==> config.mk <==
export PLATFORM = sky130hd
export DESIGN_NAME = literal_type_classifier_flat
export DESIGN_NICKNAME = d
export VERILOG_FILES = /design/src/rtl/ltc_pkg.sv /design/src/rtl/ltc_char_if.sv /design/src/rtl/ltc_class_if.sv /design/src/rtl/ltc_char_decode.sv /design/src/rtl/ltc_recog.sv /design/src/rtl/literal_type_classifier.sv /design/src/flat_wrapper.sv
export SDC_FILE = /design/constraint.sdc
export NUM_CORES = 1
export LEC_CHECK = 0
export ABC_CLOCK_PERIOD_IN_PS = 2900
export BUFFER_PORTS_ARGS = -buffer_cell sky130_fd_sc_hd__buf_4
export CORE_UTILIZATION = 55
export CTS_CLUSTER_DIAMETER = 50
export CTS_CLUSTER_SIZE = 20
export DETAILED_ROUTE_END_ITERATION = 16
export PLACE_DENSITY = 0.74
export SYNTH_ARGS = -nofsm -noshare
export SYNTH_HDL_FRONTEND = slang
export SYNTH_SLANG_ARGS = --single-unit
==> constraint.sdc <==
create_clock -name clk -period 2.9 [get_ports clk]
set_input_delay 0.145 -clock clk [delete_from_list [all_inputs] [get_ports clk]]
set_output_delay 0.145 -clock clk [all_outputs]
set_load 0.01 [all_outputs]
==> src/rtl/ltc_pkg.sv <==
// ----------------------------------------------------------------------------
// ltc_pkg
// Shared types and codes for the literal type classifier.
// ----------------------------------------------------------------------------
package ltc_pkg;

	localparam int unsigned CharW  = 8;
	localparam int unsigned ClassW = 3;

	typedef logic [CharW-1:0]  char_t;
	typedef logic [ClassW-1:0] class_code_t;

	typedef enum logic [ClassW-1:0] {
		CLS_BINARY = 3'd0,
		CLS_MONEY  = 3'd1,
		CLS_FLOAT  = 3'd2,
		CLS_INT    = 3'd3,
		CLS_CHAR   = 3'd4
	} cls_t;

	localparam char_t ChSpace  = 8'h20;
	localparam char_t ChTab    = 8'h09;
	localparam char_t ChCr     = 8'h0d;
	localparam char_t ChZero   = 8'h30;
	localparam char_t ChNine   = 8'h39;
	localparam char_t ChPlus   = 8'h2b;
	localparam char_t ChMinus  = 8'h2d;
	localparam char_t ChDollar = 8'h24;
	localparam char_t ChX      = 8'h78;
	localparam char_t ChPoint  = 8'h2e;
	localparam char_t ChLowE   = 8'h65;
	localparam char_t ChUpE    = 8'h45;
	localparam char_t ChLowA   = 8'h61;
	localparam char_t ChLowF   = 8'h66;
	localparam char_t ChUpA    = 8'h41;
	localparam char_t ChUpF    = 8'h46;

	// decoded attributes of one character
	typedef struct packed {
		logic ws;
		logic dig;
		logic zero;
		logic sign;
		logic hexd;
		logic dollar;
		logic x;
		logic point;
		logic expo;
	} char_attr_t;

endpackage

==> src/rtl/ltc_char_if.sv <==
// ----------------------------------------------------------------------------
// ltc_char_if
// Character stream channel: one byte of a token per transfer.
// ----------------------------------------------------------------------------
interface ltc_char_if
	import ltc_pkg::*;
();
	logic  valid;
	logic  ready;
	char_t char_code;
	logic  last_char;

	modport source (output valid, output char_code, output last_char, input ready);
	modport sink   (input valid, input char_code, input last_char, output ready);
endinterface

==> src/rtl/ltc_class_if.sv <==
// ----------------------------------------------------------------------------
// ltc_class_if
// Result channel: one token class per transfer.
// ----------------------------------------------------------------------------
interface ltc_class_if
	import ltc_pkg::*;
();
	logic        valid;
	logic        ready;
	class_code_t token_class;

	modport source (output valid, output token_class, input ready);
	modport sink   (input valid, input token_class, output ready);
endinterface

==> src/rtl/ltc_char_decode.sv <==
// ----------------------------------------------------------------------------
// ltc_char_decode
// Decodes one byte into the character attributes the recognizers test.
// ----------------------------------------------------------------------------
module ltc_char_decode
	import ltc_pkg::*;
(
	input  char_t      char_code,
	output char_attr_t attr
);

	logic dig;

	assign dig = (char_code >= ChZero) && (char_code <= ChNine);

	always_comb begin
		attr.ws     = (char_code == ChSpace) || ((char_code >= ChTab) && (char_code <= ChCr));
		attr.dig    = dig;
		attr.zero   = (char_code == ChZero);
		attr.sign   = (char_code == ChPlus) || (char_code == ChMinus);
		attr.hexd   = dig || ((char_code >= ChLowA) && (char_code <= ChLowF))
			|| ((char_code >= ChUpA) && (char_code <= ChUpF));
		attr.dollar = (char_code == ChDollar);
		attr.x      = (char_code == ChX);
		attr.point  = (char_code == ChPoint);
		attr.expo   = (char_code == ChLowE) || (char_code == ChUpE);
	end

endmodule

==> src/rtl/ltc_recog.sv <==
// ----------------------------------------------------------------------------
// ltc_recog
// Four token recognizers running side by side, plus the priority pick of
// the token class from their next states.
// ----------------------------------------------------------------------------
module ltc_recog
	import ltc_pkg::*;
(
	input  logic       clk,
	input  logic       arst_n,
	input  logic       step,
	input  logic       last,
	input  char_attr_t attr,
	output cls_t       cls
);

	typedef enum logic [4:0] {
		HX_LEAD  = 5'b00001,
		HX_ZERO  = 5'b00010,
		HX_BODY  = 5'b00100,
		HX_TRAIL = 5'b01000,
		HX_FAIL  = 5'b10000
	} hex_st_t;

	typedef enum logic [5:0] {
		MY_LEAD   = 6'b000001,
		MY_SIGN   = 6'b000010,
		MY_DOLLAR = 6'b000100,
		MY_BODY   = 6'b001000,
		MY_TRAIL  = 6'b010000,
		MY_FAIL   = 6'b100000
	} money_st_t;

	typedef enum logic [9:0] {
		FL_LEAD  = 10'b0000000001,
		FL_SIGN  = 10'b0000000010,
		FL_INT   = 10'b0000000100,
		FL_POINT = 10'b0000001000,
		FL_FRAC  = 10'b0000010000,
		FL_EXP   = 10'b0000100000,
		FL_ESIGN = 10'b0001000000,
		FL_EDIG  = 10'b0010000000,
		FL_TRAIL = 10'b0100000000,
		FL_FAIL  = 10'b1000000000
	} float_st_t;

	typedef enum logic [4:0] {
		IN_LEAD  = 5'b00001,
		IN_SIGN  = 5'b00010,
		IN_DIG   = 5'b00100,
		IN_TRAIL = 5'b01000,
		IN_FAIL  = 5'b10000
	} int_st_t;

	hex_st_t   hex_q,   hex_d;
	money_st_t money_q, money_d;
	float_st_t float_q, float_d;
	int_st_t   int_q,   int_d;

	always_comb begin
		case (hex_q)
			HX_LEAD:  hex_d = attr.ws ? HX_LEAD : (attr.zero ? HX_ZERO : HX_FAIL);
			HX_ZERO:  hex_d = attr.x ? HX_BODY : HX_FAIL;
			HX_BODY:  hex_d = attr.hexd ? HX_BODY : (attr.ws ? HX_TRAIL : HX_FAIL);
			HX_TRAIL: hex_d = attr.ws ? HX_TRAIL : HX_FAIL;
			default:  hex_d = HX_FAIL;
		endcase
	end

	always_comb begin
		case (money_q)
			MY_LEAD: begin
				if (attr.ws)          money_d = MY_LEAD;
				else if (attr.sign)   money_d = MY_SIGN;
				else if (attr.dollar) money_d = MY_DOLLAR;
				else                  money_d = MY_FAIL;
			end
			MY_SIGN: money_d = attr.dollar ? MY_DOLLAR : MY_FAIL;
			// the second sign is allowed only right after the '$'
			MY_DOLLAR: begin
				if (attr.sign || attr.dig || attr.point) money_d = MY_BODY;
				else if (attr.ws)                        money_d = MY_TRAIL;
				else                                     money_d = MY_FAIL;
			end
			MY_BODY: begin
				if (attr.dig || attr.point) money_d = MY_BODY;
				else if (attr.ws)           money_d = MY_TRAIL;
				else                        money_d = MY_FAIL;
			end
			MY_TRAIL: money_d = attr.ws ? MY_TRAIL : MY_FAIL;
			default:  money_d = MY_FAIL;
		endcase
	end

	always_comb begin
		case (float_q)
			FL_LEAD: begin
				if (attr.ws)        float_d = FL_LEAD;
				else if (attr.sign) float_d = FL_SIGN;
				else if (attr.dig)  float_d = FL_INT;
				else                float_d = FL_FAIL;
			end
			FL_SIGN: float_d = attr.dig ? FL_INT : FL_FAIL;
			FL_INT: begin
				if (attr.dig)        float_d = FL_INT;
				else if (attr.point) float_d = FL_POINT;
				else if (attr.expo)  float_d = FL_EXP;
				else                 float_d = FL_FAIL;
			end
			FL_POINT: float_d = attr.dig ? FL_FRAC : FL_FAIL;
			FL_FRAC: begin
				if (attr.dig)       float_d = FL_FRAC;
				else if (attr.expo) float_d = FL_EXP;
				else if (attr.ws)   float_d = FL_TRAIL;
				else                float_d = FL_FAIL;
			end
			FL_EXP: begin
				if (attr.sign)     float_d = FL_ESIGN;
				else if (attr.dig) float_d = FL_EDIG;
				else               float_d = FL_FAIL;
			end
			FL_ESIGN: float_d = attr.dig ? FL_EDIG : FL_FAIL;
			FL_EDIG: begin
				if (attr.dig)     float_d = FL_EDIG;
				else if (attr.ws) float_d = FL_TRAIL;
				else              float_d = FL_FAIL;
			end
			FL_TRAIL: float_d = attr.ws ? FL_TRAIL : FL_FAIL;
			default:  float_d = FL_FAIL;
		endcase
	end

	always_comb begin
		case (int_q)
			IN_LEAD: begin
				if (attr.ws)        int_d = IN_LEAD;
				else if (attr.sign) int_d = IN_SIGN;
				else if (attr.dig)  int_d = IN_DIG;
				else                int_d = IN_FAIL;
			end
			IN_SIGN:  int_d = attr.dig ? IN_DIG : IN_FAIL;
			IN_DIG:   int_d = attr.dig ? IN_DIG : (attr.ws ? IN_TRAIL : IN_FAIL);
			IN_TRAIL: int_d = attr.ws ? IN_TRAIL : IN_FAIL;
			default:  int_d = IN_FAIL;
		endcase
	end

	always_comb begin
		if (hex_d == HX_BODY || hex_d == HX_TRAIL)
			cls = CLS_BINARY;
		else if (money_d == MY_DOLLAR || money_d == MY_BODY || money_d == MY_TRAIL)
			cls = CLS_MONEY;
		else if (float_d == FL_FRAC || float_d == FL_EDIG || float_d == FL_TRAIL)
			cls = CLS_FLOAT;
		else if (int_d == IN_DIG || int_d == IN_TRAIL)
			cls = CLS_INT;
		else
			cls = CLS_CHAR;
	end

	// back to the start states once the token's last byte is taken
	always_ff @(posedge clk or negedge arst_n) begin
		if (!arst_n) begin
			hex_q   <= HX_LEAD;
			money_q <= MY_LEAD;
			float_q <= FL_LEAD;
			int_q   <= IN_LEAD;
		end else if (step) begin
			if (last) begin
				hex_q   <= HX_LEAD;
				money_q <= MY_LEAD;
				float_q <= FL_LEAD;
				int_q   <= IN_LEAD;
			end else begin
				hex_q   <= hex_d;
				money_q <= money_d;
				float_q <= float_d;
				int_q   <= int_d;
			end
		end
	end

endmodule

==> src/rtl/literal_type_classifier.sv <==
// ----------------------------------------------------------------------------
// literal_type_classifier
// Classifies a text token, one byte per transfer, as hex binary, money,
// float, int or plain character string.
//
//   channel   dir   payload                 transfer when
//   chars     in    char_code, last_char    valid && ready
//   result    out   token_class             valid && ready
//
// One byte per cycle, sustained, while a stalled result holds no last byte.
// A byte is held in the input register; the recognizer states are updated
// from it as it moves on, and a class reaches result through the class register
// as the token's last byte moves on. Reset puts all recognizers at their start
// state and empties both registers. A stalled result holds only bytes that end
// a token; other bytes keep flowing into the recognizers behind it.
// ----------------------------------------------------------------------------
module literal_type_classifier
	import ltc_pkg::*;
(
	input  logic        clk,
	input  logic        arst_n,
	ltc_char_if.sink    chars,
	ltc_class_if.source result
);

	logic        valid_s1;
	char_t       char_s1;
	logic        last_s1;
	logic        advance;
	logic        out_valid_q;
	class_code_t class_q;
	char_attr_t  attr;
	cls_t        cls;

	// a last byte may move only if the result register frees up
	assign advance      = valid_s1 && (!last_s1 || !out_valid_q || result.ready);
	assign chars.ready  = !valid_s1 || advance;

	always_ff @(posedge clk or negedge arst_n) begin
		if (!arst_n) begin
			valid_s1 <= 1'b0;
		end else if (chars.ready) begin
			valid_s1 <= chars.valid;
		end
	end

	always_ff @(posedge clk) begin
		if (chars.ready && chars.valid) begin
			char_s1 <= chars.char_code;
			last_s1 <= chars.last_char;
		end
	end

	ltc_char_decode u_decode (
		.char_code (char_s1),
		.attr      (attr)
	);

	ltc_recog u_recog (
		.clk    (clk),
		.arst_n (arst_n),
		.step   (advance),
		.last   (last_s1),
		.attr   (attr),
		.cls    (cls)
	);

	always_ff @(posedge clk or negedge arst_n) begin
		if (!arst_n) begin
			out_valid_q <= 1'b0;
		end else if (advance && last_s1) begin
			out_valid_q <= 1'b1;
		end else if (result.ready) begin
			out_valid_q <= 1'b0;
		end
	end

	always_ff @(posedge clk) begin
		if (advance && last_s1) begin
			class_q <= class_code_t'(cls);
		end
	end

	assign result.valid       = out_valid_q;
	assign result.token_class = class_q;

endmodule
==> src/flat_wrapper.sv <==
// flat-port wrapper written by rule: the top's interface ports become plain ports
module literal_type_classifier_flat import ltc_pkg::*;
  (clk, arst_n, chars_valid, chars_char_code, chars_last_char, chars_ready, result_valid, result_token_class, result_ready);
  ltc_char_if chars_i ();
  ltc_class_if result_i ();
  input  logic clk;
  input  logic arst_n;
  input wire logic [$bits(chars_i.valid)-1:0] chars_valid;
  input wire logic [$bits(chars_i.char_code)-1:0] chars_char_code;
  input wire logic [$bits(chars_i.last_char)-1:0] chars_last_char;
  output wire logic [$bits(chars_i.ready)-1:0] chars_ready;
  output wire logic [$bits(result_i.valid)-1:0] result_valid;
  output wire logic [$bits(result_i.token_class)-1:0] result_token_class;
  input wire logic [$bits(result_i.ready)-1:0] result_ready;
  assign chars_i.valid = chars_valid;
  assign chars_i.char_code = chars_char_code;
  assign chars_i.last_char = chars_last_char;
  assign chars_ready = chars_i.ready;
  assign result_valid = result_i.valid;
  assign result_token_class = result_i.token_class;
  assign result_i.ready = result_ready;
  literal_type_classifier u_core (.clk(clk), .arst_n(arst_n), .chars(chars_i), .result(result_i));
endmodule
* After elaboration in Yosys (flattened, before gate mapping)
Index checks and enable logic that the tools add are counted.
W data, S select, Z words.
** Operators by class
- $lt $le $gt $ge :: 8
- Equality and inequality tests :: 41
- Mux-type cells :: 41
- Reduce and logical (&&, ||, !) cells :: 30
** Operator list (number)
- $mux W10 :: 14
- $pmux W10 S9 :: 1
- $mux W5 :: 11
- $eq A8 B6 Y1 const B :: 6
- $mux W6 :: 7
- $pmux W5 S4 :: 2
- $pmux W6 S5 :: 1
- $eq A8 B7 Y1 const B :: 3
- $eq A10 B5 Y1 const B :: 2
- $eq A10 B8 Y1 const B :: 2
- $eq A10 B9 Y1 const B :: 2
- $eq A5 B3 Y1 const B :: 4
- $eq A5 B4 Y1 const B :: 4
- $logic_or A1 B1 Y1 :: 17
- $ge A8 B7 Y1 const B :: 2
- $le A8 B7 Y1 const B :: 2
- $eq A6 B3 Y1 const B :: 2
- $eq A6 B4 Y1 const B :: 2
- $eq A6 B5 Y1 const B :: 2
- $eq A10 B1 Y1 const B :: 1
- $eq A10 B2 Y1 const B :: 1
- $eq A10 B3 Y1 const B :: 1
- $eq A10 B4 Y1 const B :: 1
- $eq A10 B6 Y1 const B :: 1
- 17 further kinds :: 29
** Storage, ports and cells
- Register bits :: 40
- Input bits :: 13
- Output and inout bits :: 5
- Word-level logic and storage cells :: 131

* Logic depth before layout (Yosys ltp)
- Depth in word-level cells :: 12
- Gate-level depth with buffers :: 8
- Depth with buffers taken out :: 6

* By module
Synthesis repeated with hierarchy kept, for this count alone.
** Second synthesis, totals
- Cell total of the unflattened synthesis :: 296
- Area total of the unflattened synthesis :: 2663.8 um2
** Modules (own cells, without submodules)
- ltc_recog :: times used 1, cells each 241, area an instance 1956.9 um2, seq. area each 655.6 um2
- literal_type_classifier :: times used 1, cells each 22, area an instance 466.7 um2, seq. area each 410.4 um2
- ltc_char_decode :: times used 1, cells each 33, area an instance 240.2 um2, seq. area each 0.0 um2

* Least setup slack after synthesis
OpenSTA, ideal clock, no wires.
- Path type :: reg2reg
- From :: register u_core.u_recog.float_q[4]
- To :: register u_core.class_q[2] (netlist: u_core.result.token_class[2]), data pin
- Setup time :: 0.256 ns
- Data arrival time :: 2.082 ns
- Data required time :: 2.644 ns
- Slack :: 0.562 ns
- Stages on the path, launching flop included :: 8
- Buffers on the path :: 1
- Clock period less this slack :: 2.338 ns
- Path through :: dfrtp_1 > buf_6 > or4b_4 > or4b_4 > o21ai_2 > a31oi_1 > a2bb2oi_1 > and4b_1
** Between the ends
- Word-level cells in the longest chain between the ends :: 6
- Elaborated cells between the ends (all ways) :: 16
- Classes of those cells :: 12 x eq/ne; 1 x mux; 3 x reduce/logical
** RTL lines
- from (decl) :: line ltc_recog.sv:57 : float_st_t float_q, float_d;
- from (signal assigned) :: line ltc_recog.sv:177 : float_q <= float_d;
- $eq A10 B9 Y1 (tied with other cells) :: line ltc_recog.sv:96 : case (float_q)
- $pmux W10 S9 * :: line ltc_recog.sv:96
- $eq A10 B5 Y1 / $eq A10 B8 Y1 (equally long branches) :: line ltc_recog.sv:153 : else if (float_d == FL_FRAC || float_d == FL_EDIG || float_d == FL_TRAIL)
- $logic_or A1 B1 Y1 :: line ltc_recog.sv:153
- $logic_or A1 B1 Y1 * :: line ltc_recog.sv:153
- $reduce_or A3 Y1 (no source line) *
- to (signal assigned) :: line literal_type_classifier.sv:80 : class_q <= class_code_t'(cls);
- to (decl) :: line literal_type_classifier.sv:31 : class_code_t class_q;
Every way passes the cells marked *; elsewhere a longest branch is shown, timed or not.
A chain may end at the register's enable or synchronous reset.

* Final worst setup path
- From :: register u_core.char_s1[7]
- To :: register u_core.u_recog.float_q[9]
** Between the ends
- Word-level cells in the longest chain between the ends :: 8
- Elaborated cells between the ends (all ways) :: 30
- Classes of those cells :: 4 x order compare; 6 x eq/ne; 15 x mux; 5 x reduce/logical
** RTL lines
- from (decl) :: line literal_type_classifier.sv:27 : char_t char_s1;
- from (signal assigned) :: line literal_type_classifier.sv:49 : char_s1 <= chars.char_code;
- $ge A8 B4 Y1 / $le A8 B4 Y1 (equally long branches) :: line ltc_char_decode.sv:17 : attr.ws = (char_code == ChSpace) || ((char_code >= ChTab) && (char_code <= ChCr));
- $logic_and A1 B1 Y1 :: line ltc_char_decode.sv:17
- $logic_or A1 B1 Y1 :: line ltc_char_decode.sv:17
- $mux W10 :: line ltc_recog.sv:114, ltc_recog.sv:125, ltc_recog.sv:128
- $mux W10 :: line ltc_recog.sv:113 : else if (attr.expo) float_d = FL_EXP;
- $mux W10 :: line ltc_recog.sv:112 : if (attr.dig) float_d = FL_FRAC;
- $pmux W10 S9 * :: line ltc_recog.sv:96
- $mux W10 * :: line ltc_recog.sv:169 : if (last) begin
Marked as above.

==> flow_metrics.tcl <==
set metrics [dict create \
    via_count 2482 \
    drive_gt1_frac 0.1406 \
    finalSetupViolations 0 \
    timing.rr.start "u_core.char_s1[7]$_DFFE_PP_" \
    fp.dieH_um 71.10 \
    grt_first_pass_wirelength_um 10990 \
    drc 0 \
    ios 18 \
    place.detailed.hpwl_um 4724 \
    p_sw_frac 0.2756 \
    die_x_um 71.10 \
    crit_fanout 8 \
    hold_violations 0 \
    p_per_area_nw_per_um2 459.9 \
    grt_usage 0.2817 \
    hold_class "in -> reg" \
    final_core_util 0.6558 \
    via_per_inst 6.672 \
    tightest_slew_ns 0.6647 \
    pwr-share-comb 0.180 \
    ys.flop_type "dfrtp_1" \
    root_buffer "clkbuf_8" \
    max_freq_ghz 0.3975 \
    rows 24 \
    initial_core_util 0.5870 \
    r2r_slack_ns 0.38 \
    mostFrequentLayoutCells "28 x buf_4, 27 x o21ai_0, 26 x nand2_1" \
    cts.sink_count 40 \
    skew_ns 0.006248 \
    first_pass_iters 5 \
    startpoint_type "flip-flop" \
    post_cts_buffers 0 \
    cts_tree "done" \
    cts_buffers 5 \
    crit_slowest_cell "o31ai_1" \
    r2r_cells 6 \
    h-tree-depth 2 \
    antenna_found_initial 0 \
    clk_latency_ns 0.29 \
    outcome "finished clean" \
    p_leak_nw 1.144 \
    grt_setup_unrepaired "false" \
    worstSetupPathType "reg -> reg" \
    yosysSeqAreaShare 0.4059 \
    final.setup.tns_ns 0 \
    antenna-diode-count 0 \
    totalWireLength_um 6562 \
    clockBufferDepth 2 \
    cp-end-kind "flip-flop" \
    ir_drop_mv 0.3414 \
    internal_power_uw 977.6 \
    pre_cts_slack_ns 0.4289 \
    maxCapViolCount 0 \
    worstPathArrival_ns 2.68 \
    startpoint "u_core.char_s1[7]$_DFFE_PP_" \
    dpl-instance-area_um2 2816 \
    syn-cell-area_um2 2626 \
    cts.clk_slew.worst_paths_ns 0.07 \
    grt_overflow 0 \
    wl_per_cell_um 17.64 \
    final_nets 332 \
    cp.required_ns 3.06 \
    crit_end "u_core.u_recog.float_q[9]$_DFFE_PN0P_" \
    final_common_cell "buf_4" \
    portBuffers 17 \
    ys_types 54 \
    power_mw 1.349 \
    timing.hold.ws_ns 0.02313 \
    grt_max_degree 29 \
    fin_ws_ns 0.3843 \
    p_sw_uw 371.9 \
    final_cells 372 \
    ant_nets 0 \
    synth_cells 300 \
    fp.dieArea_um2 5055 \
    slew_headroom 0.5531 \
    async_reset_ff_frac 0.7000 \
    clock_power_share 0.330 \
    crit_path_cell_trace "or3_1, o31ai_1, buf_4, a21oi_1, o311ai_0, o211ai_1" \
    area_delta_synth_final_pct 11.72 \
    seq_power_share 0.490 \
    grt_pass1_vias 2296 \
    cp_slowest_stage_delay_ns 0.63 \
    drtIter0Drc 390 \
    synth_nets 313 \
    period_needed_ns 2.516 \
    synth-seq-cells 40 \
    core_area_um2 4474 \
    synth-edff-count 12 \
    cts_resized 0 \
    synth_warnings 0 \
    place_inst 363 \
    timing.rr.end "u_core.u_recog.float_q[9]$_DFFE_PN0P_" \
    report.final.slew_viol_count 0 \
    fin_area_um2 2934 \
    synth_area_per_cell_um2 8.754 \
    period_share 0.8675 \
    routabilityCongestion 0.9179 \
]
-- layer usage --
layer / wire length [um] / share of wire / up-vias / track usage
met3: 421 / 0.064 / 13 / 0.03846
li1: - / - / 1176 / -
met1: 2827 / 0.43 / 1171 / 0.3786
met4: 108 / 0.016 / 0 / 0.1133
met2: 3204 / 0.49 / 122 / 0.4626
met5: 0 / 0 / - / 0
-- cell usage after synthesis (3+ instances only) --
master    count  share of area
nor3_1        8          0.015
clkbuf_1      9          0.013
dfstp_2       4          0.040
a32o_1        3          0.011
nand4b_1      3          0.010
o31ai_1       5          0.014
nand2b_1      9          0.021
o211ai_1      3         0.0086
inv_1         5         0.0071
nor2b_1      11          0.026
nand4_1       5          0.012
nand3b_1      3         0.0086
dfrtp_1      24           0.23
or4_1         4          0.011
nand3_1      12          0.023
buf_2         5         0.0095
edfxtp_1     12           0.14
o21ai_0      27          0.051
nor4_1        7          0.017
nand2_1      26          0.037
a31oi_1       4         0.0095
or3_1         4         0.0095
a21oi_1      20          0.038
xor2_1        6          0.020
xnor2_1       4          0.013
a22o_1        5          0.017
and2_1        7          0.017
a211oi_1      4          0.011
nor2_1       24          0.034
-- power groups by stage --
stage,Sequential (mW),Combinational (mW),Clock [mW]
after floorplan,0.658,0.172,0
after global placement,0.668,0.236,0
after detailed placement,0.670,0.237,0
after CTS,0.659,0.241,0.453
after global routing,0.666,0.272,0.473
final,0.661,0.244,0.445
-- flip-flops by register name, summed over array words and instances, names as in the netlist --
name and cells:
u_core.u_recog.int_q 5, u_core.u_recog.hex_q 5, u_core.u_recog.money_q 6, u_core.char_s1 8, u_core.valid_s1 1, u_core.result.valid 1
u_core.result.token_class 3, u_core.u_recog.float_q 10, u_core.last_s1 1
-- critical path, delay by kind of cell (launching register included) --
kind / cells / cell delay (ns)
compound gates: 4 / 1.15
simple gates: 1 / 0.49
flops: 1 / 0.47
buf+inv: 1 / 0.28
-- kinds of logic after synthesis --
logic type / Yosys count / synth area share
and+or+nand+nor: 132 / 0.2773
buffers and inverters: 22 / 0.03954
xor gates and xnor gates: 10 / 0.03335
AOI/OAI and AO/OA: 96 / 0.2439
DFF: 40 / 0.4059
-- worst min-delay path by stage --
stage	start	endpoint	slack, ns	depth (start not counted)
4_1_cts	chars_char_code[1]	u_core.char_s1[1]$_DFFE_PP_	0.02	1
3_5_place_dp	arst_n	u_core.valid_s1$_DFFE_PN0N_	0.09	1
6_report	chars_char_code[1]	u_core.char_s1[1]$_DFFE_PP_	0.02	1
3_3_place_gp	arst_n	u_core.valid_s1$_DFFE_PN0N_	0.09	1
2_1_floorplan	arst_n	u_core.result.valid$_DFFE_PN0P_	-0.15	0
5_1_grt	chars_char_code[1]	u_core.char_s1[1]$_DFFE_PP_	0.01	1
-- timing repair --
action,in CTS,in global routing
hold endpoints to repair,24,0
setup endpoints to repair,0,0
hold buffers,1,0
-- layout make-up --
class	count	area (um2)
Clock buffer	6	72.57
Clock inverter	2	35.03
Fill cell	378	1540
Inverter	5	18.77
Multi-Input combinational cell	238	1456
Sequential cell	40	1066
Tap cell	52	65.06
Timing Repair Buffer	29	220.2
No activity file was read; power rests on OpenSTA's default activity.
